[config.mk]
export PLATFORM = sky130hd
export DESIGN_NAME = dtc_ram
export DESIGN_NICKNAME = d
export VERILOG_FILES = /design/src/design/dtc_ram.sv
export SDC_FILE = /design/constraint.sdc
export NUM_CORES = 2
export LEC_CHECK = 0
export ABC_CLOCK_PERIOD_IN_PS = 5300
export BUFFER_PORTS_ARGS = -buffer_cell sky130_fd_sc_hd__buf_2
export CORE_ASPECT_RATIO = 2
export CORE_UTILIZATION = 24
export DETAILED_ROUTE_END_ITERATION = 10
export GPL_TIMING_DRIVEN = 0
export PLACE_DENSITY = 0.49
export SYNTH_ARGS = -nofsm -noshare
export SYNTH_HDL_FRONTEND = slang
export SYNTH_SLANG_ARGS = --single-unit
[constraint.sdc]
create_clock -name aclk -period 5.3 [get_ports aclk]
set_clock_uncertainty 0.05 [all_clocks]
set_input_delay 0 -clock aclk [delete_from_list [all_inputs] [get_ports aclk]]
set_output_delay 0 -clock aclk [all_outputs]
set_load 0.02 [all_outputs]
[src/design/dtc_ram.sv]
// ----------------------------------------------------------------------------
// dtc_ram
// Simple dual-port RAM: one write port, one read port with registered data.
// ----------------------------------------------------------------------------
`default_nettype none

module dtc_ram #(
    parameter int WIDTH = 64,
    parameter int DEPTH = 64,
    localparam int AW = (DEPTH > 1) ? $clog2(DEPTH) : 1
) (
    input  wire logic             aclk,
    input  wire logic             we,
    input  wire logic [AW-1:0]    waddr,
    input  wire logic [WIDTH-1:0] wdata,
    input  wire logic             re,
    input  wire logic [AW-1:0]    raddr,
    output logic      [WIDTH-1:0] rdata
);

    logic [WIDTH-1:0] mem_reg [DEPTH];

    always_ff @(posedge aclk) begin
        if (we) begin
            mem_reg[waddr] <= wdata;
        end
    end

    always_ff @(posedge aclk) begin
        if (re) begin
            rdata <= mem_reg[raddr];
        end
    end

endmodule

`default_nettype wire

## Word-level counts from Yosys, hierarchy flattened

Memories as Yosys holds them, arrays and structs flattened. A register that Yosys moved wholly into a read port is not among the register bits.
Cells that the tools add are included.

| storage, ports and cells | value |
|---|---|
| logic and storage cells | 3 |
| memory bits (writable) | 4096 |
| input bits | 79 |
| register bits | 0 |
| output and inout port bits | 64 |
| memories kept | 1 |

| cells by class | value |
|---|---|
| mux-type cells | 2 |

Memories:

| memory | depth | width | read ports | clocked after memory_dff | write ports | RTL line | RTL |
|---|---|---|---|---|---|---|---|
| mem_reg | 64 | 64 | 1 | 1 | 1 | 21 | `logic [WIDTH-1:0] mem_reg [DEPTH];` |

Operator list:

| kind | number |
|---|---|
| $mux 1 | 2 |

## Logic depth before layout (Yosys ltp)

| logic depth | value |
|---|---|
| depth in word-level cells | 2 |
| depth in mapped cells | 9 |
| mapped depth without buffers | 5 |

## Worst setup path before layout

OpenSTA, ideal clock, no wires.

| path | value |
|---|---|
| path kind | input port to flip-flop |
| from | input waddr[3] |
| to | memory mem_reg[48][0] (enable) |
| arrival time | 4.872 ns |
| path slack | -0.186 ns |
| buffers on the path | 1 |
| cell stages on the path | 4 |
| data required time | 4.686 ns |
| path through | clkbuf_1 -> nor2b_1 -> nand4b_1 -> nor3_1 |

RTL lines:

| element | RTL line | RTL |
|---|---|---|
| start: declaration | 14 | `input wire logic [AW-1:0] waddr,` |
| end: declaration | 21 |  |

Straight into the memory's write port.

==> key figures <==
Status
  • Status: finished with violations
  • Failing checks: max-slew violations

Drt
  • Via density: 4.64
  • Via count: 75400
  • WL final: 519000 um
  • Number of remaining DRC errors: 0
  • Routed len/inst: 31.9 um
  • Detailed Route Iter0 Violations: 7378
  • Drt pass-1 iters: 5
  • Routed Antenna Nets: 0

Placement
  • Place WS: roughly 0.28 ns
  • Final weighted congestion of routability-driven global placement: 0.815
  • Placed instance area: 174000 sq um
  • PortBufs: 134
  • DPL Wire Length: 360000 um

Clock tree
  • Post_cts resized: 0
  • Later-pin clock latency in the skew report: 0.96 ns
  • # Post-CTS Setup Buffers: 0
  • H-tree Lvls: 5
  • CTS buffer count: between 300 and 400
  • Root buffer cell: clkbuf_16
  • TritonCTS clock tree: done
  • Max clock buf depth: 4
  • # clock sinks: 4160
  • Worst-path clk slew: about 0.080 ns

Timing
  • Final worst slack: 1.16 ns
  • Setup violators final: 0
  • Tcrit/Tclk final: about four fifths
  • RSZ-0062 raised after global routing: false
  • Worst-Margin Slew: 1.50 ns
  • Fin Hold WS: slightly below 0.04 ns
  • Fin crit period: 4.14 ns
  • Setup TNS: 0 ns
  • Fmax: approximately 240 MHz
  • Final hold violation count: 0
  • Pins Over Slew Limit: 21
  • Max_slew headroom: -0.0938%

Synth
  • Syn Nets: ~6700
  • Async S/R FF share, synth: 0%
  • Mapped Avg Cell Area: 23.8 sq um
  • Post-synthesis cell area: roughly 160000 sq um
  • Post-synthesis register bit count: 4160
  • Sequential fraction of the synthesis area: 79.6%
  • Synth Flop Type: edfxtp_1
  • Netlist cell types: 32
  • EDFF count, synth: 4160
  • Ys Warns: 0
  • Cells after synthesis: around 6600

Global routing
  • Vias in the first global route: ~80000
  • First-pass GRT wire length: 696000 um
  • Initial antenna violation count: 58
  • Largest net degree at the start of global routing: 65
  • Grt ovf: 0
  • Gr usage total: 15.4%

Worst setup path
  • CP Data Required Time: 5.84 ns
  • Setup crit start kind: primary input
  • CP Class: primary input to flip-flop
  • Worst Path Max Fanout: 10
  • Critical path arrival: 4.68 ns
  • Critical Path Sink Type: flip-flop

Finish
  • Layout area overhead: 17.8%
  • Most common cell after layout, fill and taps aside: edfxtp_1
  • Largest register FFs: 4096
  • # nets final: 7437
  • Most frequent cells in the layout: 4160 x edfxtp_1, 1024 x mux4_2, 324 x clkbuf_16, 276 x buf_2, 191 x buf_12
  • Share of cells above drive strength 1: 28.3%
  • Cell area after layout: 185000 sq um

Die
  • Die Area: 658000 sq um
  • Ports: 143
  • Die Y: between 1000 and 1500 um
  • # rows: 419
  • Die X: approximately 570 um
  • Initial Utilization: 24.1%
  • Core area: 651000 sq um

Min path
  • Min-Delay Path Class: primary input to flip-flop

Power and ir drop
  • Worst vdd ir: 0.265 mV
  • Overall Power: 65300 uW
  • Pwr Density: about 350 nW/um^2
  • Pleak: 0.0555 uW

Flow run
  • Maxcap violations: 0
Yosys cell counts, drive strengths merged, types with 29 or more instances:
cell type	count	area, sq um
a22o	88	771
o221ai	38	333
nor2	112	420
buf	230	1250
edfxtp	4160	125000
mux2i	135	1350
o22ai	83	519
or3	29	181
nand2	58	218
a22oi	168	1260
and3	64	400
a211oi	63	473
clkbuf	140	526
mux4	1024	23100
nand3	45	225
routing by layer:
metal  vias up  GRT usage [%]  part of all wire (%)
met3       880           1.74                   4.5
met5         -              0                 0.046
li1      30000              -                     -
met4        36           9.18                   6.7
met1     41800           15.2                    32
met2      2743           30.5                    57
worst paths after layout:
check                                startpoint  slack [ns]  cells after the start        end
worst min-delay path                         re        0.04                      2  rdata[16]
worst min register to register  mem_reg[38][30]        0.91                      4  rdata[30]
worst max register to register  mem_reg[63][38]        1.83                      5  rdata[38]
worst max-delay path                   raddr[4]        1.16                      6   rdata[6]
final cells by class:
class                           count  area (sq um)
Multi-Input combinational cell   2049         30800
Buffer                            370          1790
Clock buffer                      381          8320
Sequential cell                  4160        125000
Fill cell                       63600        466000
Inverter                           19          71.3
Timing Repair Buffer              438          6190
Antenna cell                       27          67.6
Clock inverter                    187          1950
Tap cell                         8630         10800
power breakdown:
part	leakage (uW)	internal (uW)	total, uW	switching (uW)
clock network	0.00497	12900	24900	12000
registers	0.0375	36500	36500	71.7
logic	0.0131	1230	3910	2670
total	0.0555	50600	65300	14700
worst max-delay path, cell delays in order:
cell      delay [ns]
clkbuf_1        0.89
nand2_1         1.06
clkbuf_1        0.63
o22ai_1         0.59
a31oi_1         0.37
a211oi_1        1.05
timing repair:
item / in CTS / in global routing
setup endpoints to repair: 0 / 0
endpoints found under the hold margin: 3879 / 0
hold buffers: 78 / 0
cell families after synthesis:
kind of cell,synth area share (%)
AO/OA/AOI/OAI,2.47
buffers and inverters,1.18
flip-flops,79.6
multiplexers,15.6
AND/OR/NAND/NOR,1.23
metrics by stage:
| stage | util [%] | cells |
|---|---|---|
| 6_report | 28.4 | 16300 |
| 2_1_floorplan | - | 6598 |
| 3_5_place_dp | 26.7 | 15600 |
| 5_1_grt | 28.4 | 16200 |
| 4_1_cts | 28.3 | 16200 |
| 3_3_place_gp | 25.9 | 15400 |
No activity file was read; power rests on OpenSTA's default activity.
