===== src/design/dtc_pkg.sv =====
// ----------------------------------------------------------------------------
// dtc_pkg
// Shared types, codes and the known-tag table of the dynamic tag collector.
// ----------------------------------------------------------------------------
`default_nettype none

package dtc_pkg;

    localparam int unsigned TAG_SLOTS = 20;
    localparam int unsigned TAG_DEPTH = 2 * TAG_SLOTS;
    localparam int unsigned TAG_AW    = 6;
    localparam logic [4:0]  NO_SLOT   = 5'd20;
    localparam logic [16:0] ENTRY_CAP = 17'd65536;

    // opcodes
    localparam logic [2:0] OP_OPEN    = 3'd0;
    localparam logic [2:0] OP_ENTRY   = 3'd1;
    localparam logic [2:0] OP_CLOSE   = 3'd2;
    localparam logic [2:0] OP_RD_TAG  = 3'd3;
    localparam logic [2:0] OP_RD_NEED = 3'd4;

    // result status codes
    localparam logic [3:0] ST_STORED     = 4'd0;
    localparam logic [3:0] ST_CONFLICT   = 4'd1;
    localparam logic [3:0] ST_NEEDED     = 4'd2;
    localparam logic [3:0] ST_NEEDED_OVF = 4'd3;
    localparam logic [3:0] ST_UNKNOWN    = 4'd4;
    localparam logic [3:0] ST_TERMINATOR = 4'd5;
    localparam logic [3:0] ST_IGNORED    = 4'd6;
    localparam logic [3:0] ST_OPENED     = 4'd7;
    localparam logic [3:0] ST_OPENED_MIS = 4'd8;
    localparam logic [3:0] ST_OUTSIDE    = 4'd9;
    localparam logic [3:0] ST_UNTERM     = 4'd10;
    localparam logic [3:0] ST_COMMITTED  = 4'd11;
    localparam logic [3:0] ST_EXTRA_TERM = 4'd12;
    localparam logic [3:0] ST_READ       = 4'd13;

    // DT_* tags held in slots 0..19
    localparam logic [63:0] KNOWN_TAGS [TAG_SLOTS] = '{
        64'd2,  64'd3,  64'd4,  64'd5,  64'd6,  64'd7,  64'd8,  64'd9,
        64'd10, 64'd11, 64'd12, 64'd13, 64'd17, 64'd18, 64'd19, 64'd20,
        64'd23, 64'd25, 64'd27, 64'h6fff_fef5
    };

    typedef enum logic [1:0] {
        DSEL_ZERO = 2'd0,
        DSEL_VAL  = 2'd1,
        DSEL_TAG  = 2'd2,
        DSEL_NEED = 2'd3
    } dsel_t;

    typedef struct packed {
        logic [2:0]         opcode;
        logic signed [63:0] entry_tag;
        logic [63:0]        entry_value;
        logic [63:0]        segment_bytes;
        logic               segment_in_file;
        logic [5:0]         read_index;
    } in_t;

    typedef struct packed {
        logic [3:0]  status;
        logic [4:0]  slot;
        logic [63:0] data;
        logic        data_valid;
        logic [23:0] entry_total;
        logic [15:0] segment_count;
        logic [6:0]  needed_count;
        logic        needed_overflow;
        logic        found;
        logic        terminated;
    } out_t;

    // word in flight between the state update and the result stage
    typedef struct packed {
        logic [3:0]  status;
        logic [4:0]  slot;
        dsel_t       dsel;
        logic        cmp;       // repeat of a held tag: compare with RAM data
        logic [63:0] val;
        logic        dvalid;
        logic [23:0] entry_total;
        logic [15:0] segment_count;
        logic [6:0]  needed_count;
        logic        needed_overflow;
        logic        found;
        logic        terminated;
    } stage_t;

    function automatic logic [4:0] slot_of(input logic [63:0] tag);
        logic [4:0] s;
        s = NO_SLOT;
        for (int i = TAG_SLOTS - 1; i >= 0; i--) begin
            if (tag == KNOWN_TAGS[i]) begin
                s = 5'(i);
            end
        end
        return s;
    endfunction

    function automatic logic [TAG_AW-1:0] tag_addr(input logic bank, input logic [4:0] s);
        return bank ? (TAG_AW'(s) + TAG_AW'(TAG_SLOTS)) : TAG_AW'(s);
    endfunction

endpackage

`default_nettype wire


===== src/design/dtc_back.sv =====
// ----------------------------------------------------------------------------
// dtc_back
// Result stage: merges RAM read data into the word and holds the output.
// ----------------------------------------------------------------------------
`default_nettype none

module dtc_back (
    input  wire logic            aclk,
    input  wire logic            aresetn,
    input  wire logic            accept,
    input  wire dtc_pkg::stage_t stage_in,
    input  wire logic [63:0]     tag_rdata,
    input  wire logic [63:0]     need_rdata,
    input  wire logic            m_ready,
    output logic                 m_valid,
    output dtc_pkg::out_t        m_data,
    output logic                 p1_busy,
    output logic                 out_free
);

    dtc_pkg::stage_t p1_reg;
    logic            p1_valid_reg;
    logic            m_valid_reg;
    dtc_pkg::out_t   m_data_reg;
    dtc_pkg::out_t   result;

    assign out_free = !m_valid_reg || m_ready;
    assign p1_busy  = p1_valid_reg;
    assign m_valid  = m_valid_reg;
    assign m_data   = m_data_reg;

    always_comb begin
        result.slot            = p1_reg.slot;
        result.data_valid      = p1_reg.dvalid;
        result.entry_total     = p1_reg.entry_total;
        result.segment_count   = p1_reg.segment_count;
        result.needed_count    = p1_reg.needed_count;
        result.needed_overflow = p1_reg.needed_overflow;
        result.found           = p1_reg.found;
        result.terminated      = p1_reg.terminated;
        case (p1_reg.dsel)
            dtc_pkg::DSEL_VAL:  result.data = p1_reg.val;
            dtc_pkg::DSEL_TAG:  result.data = tag_rdata;
            dtc_pkg::DSEL_NEED: result.data = need_rdata;
            default:            result.data = '0;
        endcase
        if (p1_reg.cmp) begin
            result.status = (tag_rdata != p1_reg.val) ? dtc_pkg::ST_CONFLICT
                                                      : dtc_pkg::ST_STORED;
        end else begin
            result.status = p1_reg.status;
        end
    end

    always_ff @(posedge aclk) begin
        if (!aresetn) begin
            p1_valid_reg <= 1'b0;
            m_valid_reg  <= 1'b0;
        end else begin
            if (accept) begin
                p1_valid_reg <= 1'b1;
            end else if (out_free) begin
                p1_valid_reg <= 1'b0;
            end
            if (out_free) begin
                m_valid_reg <= p1_valid_reg;
            end
        end
    end

    always_ff @(posedge aclk) begin
        if (accept) begin
            p1_reg <= stage_in;
        end
        if (out_free && p1_valid_reg) begin
            m_data_reg <= result;
        end
    end

endmodule

`default_nettype wire


===== config.mk =====
export PLATFORM = sky130hd
export DESIGN_NAME = dtc_back
export DESIGN_NICKNAME = d
export VERILOG_FILES = /design/src/design/dtc_pkg.sv /design/src/design/dtc_back.sv
export SDC_FILE = /design/constraint.sdc
export NUM_CORES = 1
export LEC_CHECK = 0
export BUFFER_PORTS_ARGS = -buffer_cell sky130_fd_sc_hd__buf_2
export CORE_MARGIN = 3
export CORE_UTILIZATION = 45
export DETAILED_ROUTE_END_ITERATION = 6
export PLACE_DENSITY = 0.75
export SYNTH_ARGS = -nofsm -noshare
export SYNTH_HDL_FRONTEND = slang
export SYNTH_SLANG_ARGS = --single-unit

===== constraint.sdc =====
create_clock -name aclk -period 12.9 [get_ports aclk]
set_clock_uncertainty 0.05 [all_clocks]
set_input_delay 1.935 -clock aclk [delete_from_list [all_inputs] [get_ports aclk]]
set_output_delay 1.935 -clock aclk [all_outputs]
set_load 0.01 [all_outputs]

### After elaboration in Yosys (flattened, before gate mapping)

Index checks and enable logic that the tools add are counted.
W data, S select, Z words.

* mux-type cells: 5
* reductions and logical operators: 4
* equal/unequal tests: 4

Operators by type and width (count)
* $pmux W64 S3: 1
* $ne A64 B64 Y1: 1
* $eq A2 B2 Y1 const B: 2
* $mux W4: 1
* $mux W1: 3
* $eq A2 B1 Y1 const B: 1
* $reduce_bool A2 Y1: 1
* $logic_and A1 B1 Y1: 1
* $logic_not A1 Y1: 1
* $logic_or A1 B1 Y1: 1

* flip-flop bits (word level): 253
* word-level logic and storage cells: 37
* output and inout bits: 127
* input port bits: 259

### Logic depth before layout (Yosys ltp)

* depth after elaboration: 4
* gate-level depth with buffers: 5
* gate-level depth less buffers: 5

### Least setup slack after synthesis

Ideal clock, no wire load.

* path kind: input to register
* start point: input m_ready
* end point: register m_data_reg (netlist bit m_data[0]), enable pin
* setup time: 498 ps
* path slack: 7382 ps
* cell stages on the path: 3
* buffers on the path: 0
* required time: 12352 ps
* arrival time: 4970 ps
* path through: nor2b_1 inv_1 and2_1

* word-level cells in the longest chain between the ends: 2

RTL lines
* start: declaration: RTL line dtc_back.sv:14 `input wire logic m_ready,`
* $logic_or A1 B1 Y1: RTL line dtc_back.sv:27 `assign out_free = !m_valid_reg || m_ready;`
* via out_free: RTL line dtc_back.sv:18 `output logic out_free`
* $logic_and A1 B1 Y1: RTL line dtc_back.sv:75 `if (out_free && p1_valid_reg) begin`
* end signal: assignment: RTL line dtc_back.sv:76 `m_data_reg <= result;`
* end: declaration: RTL line dtc_back.sv:24 `dtc_pkg::out_t m_data_reg;`

The timed path passes the listed nets, and every way through them passes these cells.
A chain may end at the register's enable or synchronous reset.

### Worst setup path after layout

* start point: input m_ready
* end point: output out_free

* word-level cells in the longest chain between the ends: 1

RTL lines (RTL line)
* $logic_or A1 B1 Y1: dtc_back.sv:27
* end: declaration: dtc_back.sv:18

Every way passes these cells.

==> impl_metrics.py <==
metrics = {
    "floorplanning": {
        "dieArea_sq_um": 23500,
        "dieWidth_um": 153,
        "fp-row-count": 53,
        "io_pins": 386,
        "start_util": 0.462,
        "core-area_sq_um": 21200,
        "die_y_um": 153,
    },
    "worst_setup_path": {
        "end_kind": "output port",
        "startpoint_type": "input port",
        "worstSetupPathType": "in2out",
        "cp_data_required_time_ps": 10910,
        "reg2reg_depth": 4,
        "critPathMaxFanout": 3,
        "arrival_ps": 2430,
    },
    "timing": {
        "whs_ps": 367,
        "slew_viol_final": 0,
        "fin_crit_sh": 0.342,
        "fmax_ghz": 0.227,
        "setup_viol": 0,
        "hold_violations": 0,
        "tightest_slew_ps": 1090,
        "relSlewSlack": 0.274,
        "rsz0062_at_grt": "no",
        "fin_setup_tns_ps": 0,
        "layout_min_cycle_time_ps": 4410,
    },
    "grt": {
        "grt_max_degree": 84,
        "gr-max-usage-layer": "met2",
        "grt_overflow": 0,
        "track_usage": 0.218,
        "grtUsageMet2": 0.383,
        "grt_pass1_vias": 6583,
        "grt_pass1_wl_um": 39200,
        "antenna_found_initial": 9,
        "grt.met1_usage": 0.273,
        "use_met3": 0.0456,
    },
    "place": {
        "place_congestion": 0.832,
        "port-buffer-count": 385,
        "dp_cells": 1173,
        "place_hpwl_um": 19600,
        "dpl_cell_area_sq_um": 12000,
    },
    "pwr": {
        "leakage_nw": 5.23,
        "power_density_nw_per_um2": 147,
        "ir_drop_uv": 118,
    },
    "clock_network": {
        "cts_tree": "yes",
        "clockRootBuffer": "clkbuf_16",
        "post_cts_buffers": 0,
        "cts.path.max_buffers": 3,
        "cts_hold_buf": 0,
        "clk_latency_ps": 520,
        "clkTransAtPathRegs_ps": 60,
        "cts_buffers": 26,
        "cts.htree.levels": 1,
        "clock-sinks": 253,
        "cts_resized": 0,
    },
    "synth": {
        "synthSimpleGateAreaFrac": 0.0270,
        "ys_seq_elements": 253,
        "synth_ff_type": "edfxtp_1",
        "synth_edf_count": 251,
        "syn_area_sq_um": 9780,
        "muxShareOfSynthArea": 0.0634,
        "synth_top_family_by_area": "compound AO/OA/AOI/OAI gates",
        "async_flop_share": 0,
        "synth_cell_types": 38,
        "synth_fp_nets": 789,
        "synthAdderAreaFrac": 0,
        "synth_compound_area_frac": 0.0760,
        "synth_cells": 530,
        "ys_seq_area_frac": 0.775,
        "synth-xor-area-share": 0.0421,
        "synth.avg_cell_area_sq_um": 18.4,
        "ys_warn_count": 0,
    },
    "final_layout": {
        "final_cells": 1226,
        "area_delta_synth_final_pct": 31.0,
        "finalInstanceArea_sq_um": 12800,
        "fin_util": 0.605,
        "largest_reg_flops": 127,
        "nNetsFinal": 1185,
        "fillers": 1649,
        "multi_input_area_sq_um": 2050,
        "drive_above_1_share": 0.492,
        "regArea_sq_um": 7580,
    },
    "routing": {
        "routed_wl_um": 26800,
        "drt-initial-drc-count": 387,
        "vias": 6321,
        "dr.pass1.iters": 4,
        "drc_errors": 0,
        "wl_per_cell_um": 21.9,
        "antenna_left": 0,
        "vias_per_cell": 5.16,
    },
    "run_status": {
        "status": "complete, no violations",
    },
    "run": {
        "maxCapViolCount": 0,
    },
    "worst_hold_path": {
        "hold_depth": 0,
        "hold_class": "reg2reg",
    },
}
[worst max-delay path, stage by stage]
cell     delay (ps)
buf_2           100
nor2b_1         170
inv_1            80
buf_2           140
[synth_stat cells (all sizes together), types with 2 or more instances]
cell,count,share of area
o22ai,6,0.0038
edfxtp,251,0.77
nor2,2,0.00077
inv,18,0.0069
dfxtp,2,0.0041
xor2,33,0.030
nand2,9,0.0035
mux2,55,0.063
xnor2,14,0.013
buf,14,0.0064
a2111oi,2,0.0024
nor4,9,0.0064
nor2b,9,0.0058
a22oi,2,0.0015
a22o,64,0.057
o21ai,10,0.0051
nand4,6,0.0038
and2b,3,0.0027
clkbuf,8,0.0031
[power by group]
part	switching, mW	leakage (nW)	internal (mW)
logic	0.102	2.42	0.0906
clock network	0.298	0.379	0.392
registers	0.0212	2.43	0.975
[through the flow]
stage	total power [mW]	setup WS, ps
4_1_cts	1.90	8480
5_1_grt	1.95	8410
3_3_place_gp	1.20	8490
2_1_floorplan	1.10	7380
3_5_place_dp	1.21	8480
6_report	1.88	8490
[routing by layer]
layer / wire (um) / share of wire / up-vias
met1: 10300 / 0.38 / 3104
met3: 1770 / 0.066 / 54
met5: 59 / 0.0022 / -
li1: - / - / 2900
met2: 14000 / 0.52 / 255
met4: 712 / 0.027 / 8
[layout by cell type, fill, tap and decap left out, types with 2 or more instances in the layout]
cell and instances:
edfxtp_1 251, dfxtp_1 2, clkinv_2 3, nand4_1 6, nand2_1 9, mux2_2 32
o21ai_0 9, buf_2 384, clkinv_1 8, clkbuf_16 26, and2b_2 3, a22oi_1 2
buf_4 5, diode_2 5, inv_1 17, nor2b_1 8, xor2_1 33, mux2_1 23
o22ai_1 6, clkbuf_1 7, nor4_1 8, nor2_1 2, a22o_1 64, xnor2_1 14
[cell families (layout without fill, tap and decap cells)]
group           Yosys count  count (layout)
xor+xnor                 47              47
compound gates           91              91
flops                   253             253
mux                      55              55
simple gates             44              44
other cells               0               5
buf+inv                  40             456
[final cells by class]
class	instances	share of cell area
flip-flops and latches	253	0.592
clock inverters	15	0.00840
diodes	5	0.000977
clock buffers	33	0.0529
multi-input cells	237	0.160
inverters	18	0.00528
well taps	275	0.0269
repair buffers	390	0.154
[path summary, 6_finish.rpt]
| path | startpoint | endpoint | slack [ps] |
|---|---|---|---|
| max | m_ready | out_free | 8490 |
| min | p1_reg[45] | m_data[45] | 370 |
| max reg2reg | m_valid | m_data[85] | 10410 |
| min reg2reg | p1_reg[45] | m_data[45] | 370 |
(Power assumes the default switching activity.)
