## config.mk

```make
export PLATFORM = sky130hd
export DESIGN_NAME = dtc_front
export DESIGN_NICKNAME = d
export VERILOG_FILES = /design/src/design/dtc_pkg.sv /design/src/design/dtc_front.sv
export SDC_FILE = /design/constraint.sdc
export NUM_CORES = 1
export LEC_CHECK = 0
export BUFFER_PORTS_ARGS = -buffer_cell sky130_fd_sc_hd__clkbuf_2
export CAP_MARGIN = 5
export CORE_MARGIN = 4
export CORE_UTILIZATION = 30
export DETAILED_ROUTE_END_ITERATION = 8
export PLACE_DENSITY = 0.55
export SLEW_MARGIN = 20
export SYNTH_ARGS = -nofsm -noshare
export SYNTH_HDL_FRONTEND = slang
export SYNTH_SLANG_ARGS = --single-unit
```

## constraint.sdc

```tcl
create_clock -name aclk -period 4.8 [get_ports aclk]
set_input_delay 0 -clock aclk [delete_from_list [all_inputs] [get_ports aclk]]
set_output_delay 0 -clock aclk [all_outputs]
set_load 0.05 [all_outputs]
```

## src/design/dtc_pkg.sv

```systemverilog
// ----------------------------------------------------------------------------
// dtc_pkg
// Shared types, codes and the known-tag table of the dynamic tag collector.
// ----------------------------------------------------------------------------
`default_nettype none

package dtc_pkg;

    localparam int unsigned TAG_SLOTS = 20;
    localparam int unsigned TAG_DEPTH = 2 * TAG_SLOTS;
    localparam int unsigned TAG_AW    = 6;
    localparam logic [4:0]  NO_SLOT   = 5'd20;
    localparam logic [16:0] ENTRY_CAP = 17'd65536;

    // opcodes
    localparam logic [2:0] OP_OPEN    = 3'd0;
    localparam logic [2:0] OP_ENTRY   = 3'd1;
    localparam logic [2:0] OP_CLOSE   = 3'd2;
    localparam logic [2:0] OP_RD_TAG  = 3'd3;
    localparam logic [2:0] OP_RD_NEED = 3'd4;

    // result status codes
    localparam logic [3:0] ST_STORED     = 4'd0;
    localparam logic [3:0] ST_CONFLICT   = 4'd1;
    localparam logic [3:0] ST_NEEDED     = 4'd2;
    localparam logic [3:0] ST_NEEDED_OVF = 4'd3;
    localparam logic [3:0] ST_UNKNOWN    = 4'd4;
    localparam logic [3:0] ST_TERMINATOR = 4'd5;
    localparam logic [3:0] ST_IGNORED    = 4'd6;
    localparam logic [3:0] ST_OPENED     = 4'd7;
    localparam logic [3:0] ST_OPENED_MIS = 4'd8;
    localparam logic [3:0] ST_OUTSIDE    = 4'd9;
    localparam logic [3:0] ST_UNTERM     = 4'd10;
    localparam logic [3:0] ST_COMMITTED  = 4'd11;
    localparam logic [3:0] ST_EXTRA_TERM = 4'd12;
    localparam logic [3:0] ST_READ       = 4'd13;

    // DT_* tags held in slots 0..19
    localparam logic [63:0] KNOWN_TAGS [TAG_SLOTS] = '{
        64'd2,  64'd3,  64'd4,  64'd5,  64'd6,  64'd7,  64'd8,  64'd9,
        64'd10, 64'd11, 64'd12, 64'd13, 64'd17, 64'd18, 64'd19, 64'd20,
        64'd23, 64'd25, 64'd27, 64'h6fff_fef5
    };

    typedef enum logic [1:0] {
        DSEL_ZERO = 2'd0,
        DSEL_VAL  = 2'd1,
        DSEL_TAG  = 2'd2,
        DSEL_NEED = 2'd3
    } dsel_t;

    typedef struct packed {
        logic [2:0]         opcode;
        logic signed [63:0] entry_tag;
        logic [63:0]        entry_value;
        logic [63:0]        segment_bytes;
        logic               segment_in_file;
        logic [5:0]         read_index;
    } in_t;

    typedef struct packed {
        logic [3:0]  status;
        logic [4:0]  slot;
        logic [63:0] data;
        logic        data_valid;
        logic [23:0] entry_total;
        logic [15:0] segment_count;
        logic [6:0]  needed_count;
        logic        needed_overflow;
        logic        found;
        logic        terminated;
    } out_t;

    // word in flight between the state update and the result stage
    typedef struct packed {
        logic [3:0]  status;
        logic [4:0]  slot;
        dsel_t       dsel;
        logic        cmp;       // repeat of a held tag: compare with RAM data
        logic [63:0] val;
        logic        dvalid;
        logic [23:0] entry_total;
        logic [15:0] segment_count;
        logic [6:0]  needed_count;
        logic        needed_overflow;
        logic        found;
        logic        terminated;
    } stage_t;

    function automatic logic [4:0] slot_of(input logic [63:0] tag);
        logic [4:0] s;
        s = NO_SLOT;
        for (int i = TAG_SLOTS - 1; i >= 0; i--) begin
            if (tag == KNOWN_TAGS[i]) begin
                s = 5'(i);
            end
        end
        return s;
    endfunction

    function automatic logic [TAG_AW-1:0] tag_addr(input logic bank, input logic [4:0] s);
        return bank ? (TAG_AW'(s) + TAG_AW'(TAG_SLOTS)) : TAG_AW'(s);
    endfunction

endpackage

`default_nettype wire

```

## src/design/dtc_front.sv

```systemverilog
// ----------------------------------------------------------------------------
// dtc_front
// Segment / bank control state; decides each word and issues RAM accesses.
// ----------------------------------------------------------------------------
`default_nettype none

module dtc_front #(
    parameter int NEEDED_DEPTH = 64,
    localparam int NAW = $clog2(2 * NEEDED_DEPTH),
    localparam int FW  = $clog2(NEEDED_DEPTH + 1),
    localparam int CW  = (FW > 6) ? FW : 6
) (
    input  wire logic                           aclk,
    input  wire logic                           aresetn,
    input  wire logic                           cfg_we,
    input  wire logic [16:0]                    cfg_wdata,
    input  wire logic                           accept,
    input  wire dtc_pkg::in_t                   in_word,
    output dtc_pkg::stage_t                     stage,
    output logic                                tag_we,
    output logic [dtc_pkg::TAG_AW-1:0]          tag_waddr,
    output logic [63:0]                         tag_wdata,
    output logic                                tag_re,
    output logic [dtc_pkg::TAG_AW-1:0]          tag_raddr,
    output logic                                need_we,
    output logic [NAW-1:0]                      need_waddr,
    output logic [63:0]                         need_wdata,
    output logic                                need_re,
    output logic [NAW-1:0]                      need_raddr
);

    logic [16:0]          max_entries_reg;
    logic [1:0][19:0]     valid_reg, valid_next;
    logic [FW-1:0]        fill_reg [2];
    logic [FW-1:0]        fill_next [2];
    logic [1:0]           lost_reg, lost_next;
    logic                 work_bank_reg, work_bank_next;
    logic                 kept_bank_reg, kept_bank_next;
    logic                 kept_reg, kept_next;
    logic                 seen_reg, seen_next;
    logic                 open_reg, open_next;
    logic                 ended_reg, ended_next;
    logic [16:0]          left_reg, left_next;
    logic [23:0]          entries_reg, entries_next;
    logic [15:0]          segs_reg, segs_next;

    logic [16:0]          lim;
    logic [59:0]          avail;
    logic [16:0]          seg_limit;
    logic [4:0]           tslot;
    logic [4:0]           rd_slot;
    logic [FW-1:0]        fill_sel;

    assign lim       = (max_entries_reg > dtc_pkg::ENTRY_CAP) ? dtc_pkg::ENTRY_CAP
                                                              : max_entries_reg;
    assign avail     = in_word.segment_bytes[63:4];
    assign seg_limit = (|avail[59:17]) ? lim
                     : ((avail[16:0] < lim) ? avail[16:0] : lim);
    assign tslot     = dtc_pkg::slot_of($unsigned(in_word.entry_tag));
    assign rd_slot   = in_word.read_index[4:0];

    always_comb begin
        valid_next     = valid_reg;
        fill_next      = fill_reg;
        lost_next      = lost_reg;
        work_bank_next = work_bank_reg;
        kept_bank_next = kept_bank_reg;
        kept_next      = kept_reg;
        seen_next      = seen_reg;
        open_next      = open_reg;
        ended_next     = ended_reg;
        left_next      = left_reg;
        entries_next   = entries_reg;
        segs_next      = segs_reg;

        tag_we     = 1'b0;
        tag_waddr  = dtc_pkg::tag_addr(work_bank_reg, tslot);
        tag_wdata  = in_word.entry_value;
        tag_re     = 1'b0;
        tag_raddr  = dtc_pkg::tag_addr(work_bank_reg, tslot);
        need_we    = 1'b0;
        need_waddr = (work_bank_reg ? NAW'(NEEDED_DEPTH) : NAW'(0))
                   + NAW'(fill_reg[work_bank_reg]);
        need_wdata = in_word.entry_value;
        need_re    = 1'b0;
        need_raddr = (kept_bank_reg ? NAW'(NEEDED_DEPTH) : NAW'(0))
                   + NAW'(in_word.read_index);

        stage        = '0;
        stage.status = dtc_pkg::ST_IGNORED;
        stage.slot   = dtc_pkg::NO_SLOT;
        stage.dsel   = dtc_pkg::DSEL_ZERO;
        stage.val    = in_word.entry_value;

        if (accept) begin
            unique case (in_word.opcode)
                dtc_pkg::OP_OPEN: begin
                    seen_next  = 1'b1;
                    if (segs_reg != '1) begin
                        segs_next = segs_reg + 16'd1;
                    end
                    open_next  = 1'b0;
                    ended_next = 1'b0;
                    left_next  = '0;
                    if (!in_word.segment_in_file) begin
                        stage.status = dtc_pkg::ST_OUTSIDE;
                    end else begin
                        work_bank_next             = ~kept_bank_reg;
                        valid_next[~kept_bank_reg] = '0;
                        fill_next[~kept_bank_reg]  = '0;
                        lost_next[~kept_bank_reg]  = 1'b0;
                        left_next                  = seg_limit;
                        open_next                  = 1'b1;
                        stage.status = (|in_word.segment_bytes[3:0])
                                     ? dtc_pkg::ST_OPENED_MIS : dtc_pkg::ST_OPENED;
                    end
                end
                dtc_pkg::OP_ENTRY: begin
                    if (open_reg && !ended_reg && (left_reg != '0)) begin
                        left_next = left_reg - 17'd1;
                        if (entries_reg != '1) begin
                            entries_next = entries_reg + 24'd1;
                        end
                        if (in_word.entry_tag == 64'sd0) begin
                            ended_next   = 1'b1;
                            stage.status = dtc_pkg::ST_TERMINATOR;
                        end else if (in_word.entry_tag == 64'sd1) begin
                            if (fill_reg[work_bank_reg] < FW'(NEEDED_DEPTH)) begin
                                need_we                  = 1'b1;
                                fill_next[work_bank_reg] = fill_reg[work_bank_reg] + FW'(1);
                                stage.dsel               = dtc_pkg::DSEL_VAL;
                                stage.status             = dtc_pkg::ST_NEEDED;
                            end else begin
                                lost_next[work_bank_reg] = 1'b1;
                                stage.status             = dtc_pkg::ST_NEEDED_OVF;
                            end
                        end else if (tslot == dtc_pkg::NO_SLOT) begin
                            stage.status = dtc_pkg::ST_UNKNOWN;
                        end else begin
                            stage.slot = tslot;
                            if (!valid_reg[work_bank_reg][tslot]) begin
                                tag_we                            = 1'b1;
                                valid_next[work_bank_reg][tslot]  = 1'b1;
                                stage.status                      = dtc_pkg::ST_STORED;
                                stage.dsel                        = dtc_pkg::DSEL_VAL;
                            end else begin
                                // result stage decides stored vs conflict from RAM
                                tag_re     = 1'b1;
                                stage.cmp  = 1'b1;
                                stage.dsel = dtc_pkg::DSEL_TAG;
                            end
                        end
                    end
                end
                dtc_pkg::OP_CLOSE: begin
                    if (open_reg) begin
                        open_next = 1'b0;
                        if (!ended_reg) begin
                            stage.status = dtc_pkg::ST_UNTERM;
                        end else if (!kept_reg) begin
                            kept_bank_next = work_bank_reg;
                            kept_next      = 1'b1;
                            stage.status   = dtc_pkg::ST_COMMITTED;
                        end else begin
                            stage.status = dtc_pkg::ST_EXTRA_TERM;
                        end
                        ended_next = 1'b0;
                        left_next  = '0;
                    end
                end
                dtc_pkg::OP_RD_TAG: begin
                    stage.status = dtc_pkg::ST_READ;
                    tag_raddr    = dtc_pkg::tag_addr(kept_bank_reg, rd_slot);
                    if (in_word.read_index < 6'(dtc_pkg::TAG_SLOTS)) begin
                        stage.slot = rd_slot;
                        if (kept_reg && valid_reg[kept_bank_reg][rd_slot]) begin
                            tag_re       = 1'b1;
                            stage.dsel   = dtc_pkg::DSEL_TAG;
                            stage.dvalid = 1'b1;
                        end
                    end
                end
                dtc_pkg::OP_RD_NEED: begin
                    stage.status = dtc_pkg::ST_READ;
                    if (kept_reg
                        && (CW'(in_word.read_index) < CW'(fill_reg[kept_bank_reg]))
                        && (CW'(in_word.read_index) < CW'(NEEDED_DEPTH))) begin
                        need_re      = 1'b1;
                        stage.dsel   = dtc_pkg::DSEL_NEED;
                        stage.dvalid = 1'b1;
                    end
                end
                default: begin
                    stage.status = dtc_pkg::ST_IGNORED;
                end
            endcase
        end

        // status fields reflect the state after this word
        fill_sel                = fill_next[kept_bank_next];
        stage.entry_total       = entries_next;
        stage.segment_count     = segs_next;
        stage.found             = seen_next;
        stage.terminated        = kept_next;
        stage.needed_count      = !kept_next ? 7'd0
                                : ((32'(fill_sel) > 32'd127) ? 7'd127 : 7'(fill_sel));
        stage.needed_overflow   = kept_next & lost_next[kept_bank_next];
    end

    always_ff @(posedge aclk) begin
        if (!aresetn) begin
            max_entries_reg <= dtc_pkg::ENTRY_CAP;
            valid_reg       <= '0;
            fill_reg        <= '{default: '0};
            lost_reg        <= '0;
            work_bank_reg   <= 1'b0;
            kept_bank_reg   <= 1'b0;
            kept_reg        <= 1'b0;
            seen_reg        <= 1'b0;
            open_reg        <= 1'b0;
            ended_reg       <= 1'b0;
            left_reg        <= '0;
            entries_reg     <= '0;
            segs_reg        <= '0;
        end else begin
            if (cfg_we) begin
                max_entries_reg <= cfg_wdata;
            end
            valid_reg     <= valid_next;
            fill_reg      <= fill_next;
            lost_reg      <= lost_next;
            work_bank_reg <= work_bank_next;
            kept_bank_reg <= kept_bank_next;
            kept_reg      <= kept_next;
            seen_reg      <= seen_next;
            open_reg      <= open_next;
            ended_reg     <= ended_next;
            left_reg      <= left_next;
            entries_reg   <= entries_next;
            segs_reg      <= segs_next;
        end
    end

endmodule

`default_nettype wire

```

* After elaboration in Yosys (flattened, before gate mapping)
Cells that the tools add are included.
** Word-level totals
- Bits in registers :: 136
- Input bits :: 223
- Output and inout port bits :: 285
- Word-level logic and storage cells :: 283
** Operators by class
- Add/sub/neg operators :: 8
- Order comparisons :: 20
- Eq/ne operators :: 36
- Muxes and demuxes :: 166
- Bitwise logic cells :: 14
- Reduce and logical (&&, ||, !) cells :: 24
** Operator list (count)
- 64-bit by 5-bit equality test with 1-bit output (second input constant) :: 7
- 64-bit by 4-bit equality test with 1-bit output (second input constant) :: 6
- 64-bit by 3-bit equality test with 1-bit output (second input constant) :: 4
- 40-bit 2-to-1 mux :: 6
- 64-bit by 2-bit equality test with 1-bit output (second input constant) :: 3
- 20-bit 2-to-1 mux :: 6
- 7-bit 2-to-1 mux :: 15
- 17-bit 2-to-1 mux :: 6
- 5-bit 2-to-1 mux :: 20
- 24-bit 2-to-1 mux :: 4
- 14-bit 2-to-1 mux :: 6
- 40-bit case mux with 2 select lines :: 1
- 64-bit by 31-bit equality test with 1-bit output (second input constant) :: 1
- 64-bit zero test :: 1
- 1-bit 2-to-1 mux :: 51
- 17-bit case mux with 3 select lines :: 1
- 16-bit 2-to-1 mux :: 3
- 43-bit OR reduction :: 1
- 40-bit bitwise AND :: 1
- 20-bit demux with 1-bit select :: 2
- 40-bit inverter :: 1
- 40-bit bitwise OR :: 1
- 14-bit case mux with 2 select lines :: 1
- 24-bit by 1-bit adder with 24-bit output (second input constant) :: 1
- 62 further kinds :: 119

* Depth between registers and ports, before layout
- Word-level depth :: 34
- Depth in mapped cells :: 16
- Depth with buffers taken out :: 13

* Worst setup path before layout
Ideal clock, no wire load.
- Path kind :: register to output
- From :: register work_bank_reg
- To :: output port stage[124] (netlist name)
- Data arrival time :: 4077 ps
- Required time :: 4800 ps
- Path slack :: 723 ps
- Stages on the path, launching flop included :: 9
- Path buffers :: 3
- Cells stage by stage :: dfxtp_1 > clkbuf_1 > clkbuf_1 > clkbuf_1 > a221oi_1 > nor3_1 > o211ai_1 > or3_1 > o311ai_0
** RTL lines
- start: declaration :: RTL line dtc_front.sv:37 : logic work_bank_reg, work_bank_next;
- start signal: assignment :: RTL line dtc_front.sv:232 : work_bank_reg <= work_bank_next;
- end: declaration :: RTL line dtc_front.sv:19 : output dtc_pkg::stage_t stage,

==> run_results.csv <==
group,metric,value,unit
status,status,"complete, no violations",
sta,slew_viol_final,0,
setup_path,path_class,"reg2out",
sta,min_period_over_period,88.7,%
setup_path,start_kind,"flop",
clocking,cts_buffers,17,
yosys,synth-edff-count,0,
cells_and_area,fin_nets,1732,
yosys,async_flop_share,0,%
place,dp_slack,622,ps
setup_path,critical_path_arrival,4260,ps
sta,setup_slack,544,ps
global_route,grt_pass1_vias,10200,
floorplanning,start_util,30.6,%
floorplanning,row_count,70,
drt,drc_errors,0,
setup_path,crit_path_max_incr_delay,610,ps
power,p_per_area,235,nW/µm²
sta,fin_skew,13.3,ps
clocking,clk_pin_slew,70,ps
sta,setup_viol,0,
place,dp_hpwl,29400,µm
clocking,cts_buffer_depth,2,
yosys,yosysSeqAreaShare,24.2,%
hold_path,hp-class,"in2out",
drt,vias,10500,
clocking,cts_root_buf,"clkbuf_16",
yosys,synth_area,11300,µm²
drt,via_per_inst,5.35,
setup_path,cp_cell_sequence,"nor4_1 > nor4b_2 > a31o_2 > nor3_1 > nor4b_2 > buf_4 > o21ai_0 > a22oi_1 > nor2b_1 > a211oi_1 > clkbuf_2",
drt,antenna_left,0,
yosys,synthFlopType,"dfxtp_1",
setup_path,reg2reg_slack,880,ps
power,irDropWorstVdd,0.233,mV
clocking,postCtsSetupBuffers,0,
cells_and_area,largest_reg_flops,40,
floorplanning,die_w,202,µm
drt,drt_wl_total,38400,µm
floorplanning,fp.coreArea,36800,µm²
cells_and_area,finalNonFillerCells,1962,
yosys,synthCells,1445,
global_route,grt_pass1_wl,58800,µm
global_route,grt_max_degree,97,
sta,fmax,0.235,GHz
sta,relSlewSlack,28.6,%
drt,wire_per_inst,19.5,µm
sta,period_needed,4260,ps
setup_path,crit_fanout,7,
yosys,synth_nets,1697,
place,place_inst,1911,
cells_and_area,drive_gt1_share,24.5,%
place,port_buffers,251,
floorplanning,die_area,40700,µm²
global_route,grt.total_usage,18.0,%
global_route,antenna_found_initial,4,
sta,hold_viol_final,0,
sta,rsz0062_at_grt,"false",
clocking,cts.sinks,136,
floorplanning,io_pins,508,
setup_path,cp_data_required_time,4800,ps
setup_path,cp_slowest_cell,"o21ai_0",
yosys,synth-seq-cells,136,
job,maxCapViolCount,0,
clocking,tritoncts,"yes",
floorplanning,die-height,202,µm
setup_path,cp-end-kind,"output pin",
drt,first_pass_iters,5,
clocking,clock_latency,430,ps
power,p_leak,4.86,nW
yosys,yosys_warnings,0,
yosys,synth_cell_types,78,
drt,drtIter0Drc,770,
setup_path,crit_top_cell,"nor4b_2",
yosys,syn_avg_cell_area,7.79,µm²
clocking,cts.htree.levels,4,
cells_and_area,area_growth,8.79,%
place,gp_congestion,0.923,
global_route,overflow,0,
sta,final.setup.tns,0,ps
sta,worstMarginPinSlew,1070,ps
-- routing by layer --
metal  wire (µm)  global-route usage, %
met1       16800                   23.4
met2       17200                   27.8
met3        3110                   5.77
met4        1110                   6.67
met5         112                   1.07
-- worst max-delay path: cells and delay by family (launching register included) --
| kind | cells | cell delay (ps) |
|---|---|---|
| flops | 1 | 370 |
| buf+inv | 2 | 540 |
| compound gates | 4 | 1450 |
| simple gates | 5 | 1460 |
-- worst paths after layout --
check,start,cells past startpoint,endpoint
setup reg to reg,max_entries_reg[0],12,left_reg[0]
hold / removal,in_word[80],0,stage[60]
hold reg to reg,valid_reg[34],2,valid_reg[34]
setup / recovery,left_reg[6],11,stage[7]
-- cell type report --
type	instances	area [µm²]
clock buffers	22	484
inverters	33	124
diodes	1	2.50
repair buffers	293	1620
fillers	3955	24500
well taps	468	586
multi-input cells	999	6600
clock inverters	10	119
flip-flops and latches	136	2720
-- cell usage in the layout (no fill, tap or decap), types with 37 or more instances in the layout --
| cell type | n |
|---|---|
| dfxtp_1 | 136 |
| o21ai_0 | 85 |
| nand2_1 | 126 |
| nor2b_1 | 53 |
| nor2_1 | 82 |
| mux2i_1 | 42 |
| nor3_1 | 39 |
| clkbuf_2 | 251 |
| nand3_1 | 73 |
| nand4_1 | 37 |
| and2_1 | 55 |
| a21oi_1 | 37 |
-- cells in the mapped netlist (4+ instances only) --
cell | instances | area (µm²)
xnor2_1 | 23 | 201
clkbuf_1 | 62 | 233
xor2_1 | 26 | 228
nor4_1 | 34 | 213
a221oi_1 | 4 | 35.0
a21oi_1 | 37 | 185
a31oi_1 | 10 | 62.6
o21a_1 | 10 | 75.1
o31ai_1 | 7 | 52.6
buf_4 | 201 | 1510
a22oi_1 | 18 | 135
or3_1 | 20 | 125
o41ai_1 | 4 | 35.0
o21ai_1 | 12 | 60.1
or4_1 | 6 | 45.0
a22o_1 | 6 | 52.6
a21o_1 | 7 | 52.6
a211oi_1 | 12 | 90.1
mux4_2 | 14 | 315
nand2_1 | 126 | 473
ha_1 | 29 | 363
nor2b_1 | 53 | 332
buf_2 | 7 | 35.0
nor4_2 | 6 | 75.1
inv_1 | 33 | 124
nor3_1 | 39 | 195
dfxtp_1 | 136 | 2720
a2111oi_0 | 4 | 35.0
nor2_1 | 82 | 308
o2bb2ai_1 | 4 | 35.0
nand2b_1 | 8 | 50.1
and3_1 | 9 | 56.3
mux2i_1 | 42 | 420
nand4_1 | 37 | 231
nand3_1 | 73 | 365
a21boi_0 | 5 | 37.5
buf_1 | 5 | 18.8
o21ai_0 | 85 | 425
and2_1 | 55 | 344
mux2_2 | 16 | 180
o211ai_1 | 6 | 45.0
and4_1 | 9 | 78.8
-- cell families (layout without fill, tap and decap cells) --
group	Yosys count	in the layout	share of synthesized area (%)
compound gates	265	265	15.4
xor+xnor	49	49	3.81
fa+ha+maj	29	29	3.22
buf+inv	310	358	17.2
flops	136	136	24.2
mux	72	72	8.13
other cells	0	1	0
simple gates	584	584	28.0
-- metrics by stage --
stage | utilization, % | total power [mW] | area [µm²] | hold WS (ps)
2_1_floorplan | - | 1.82 | 11300 | 126
3_3_place_gp | 31.2 | 1.53 | 11500 | 0.654
3_5_place_dp | 31.2 | 1.53 | 11500 | 0.654
4_1_cts | 33.3 | 2.91 | 12200 | 0.654
5_1_grt | 33.3 | 2.99 | 12300 | 0.149
6_report | 33.3 | 2.88 | 12300 | 0.0184
-- repair_timing --
| action | CTS | global route |
|---|---|---|
| endpoints found under the hold margin | 18 | 0 |
| hold buffers | 18 | 0 |
| resized for setup | 0 | 0 |
| endpoints found under the setup margin | 0 | 0 |
-- power by group --
group	leakage [nW]	internal [mW]	total, mW	switching (mW)
combinational	3.47	0.141	0.368	0.227
sequential	1.10	1.14	1.15	0.0128
clock	0.288	0.822	1.36	0.540
Power figures use the tool's default switching activity.
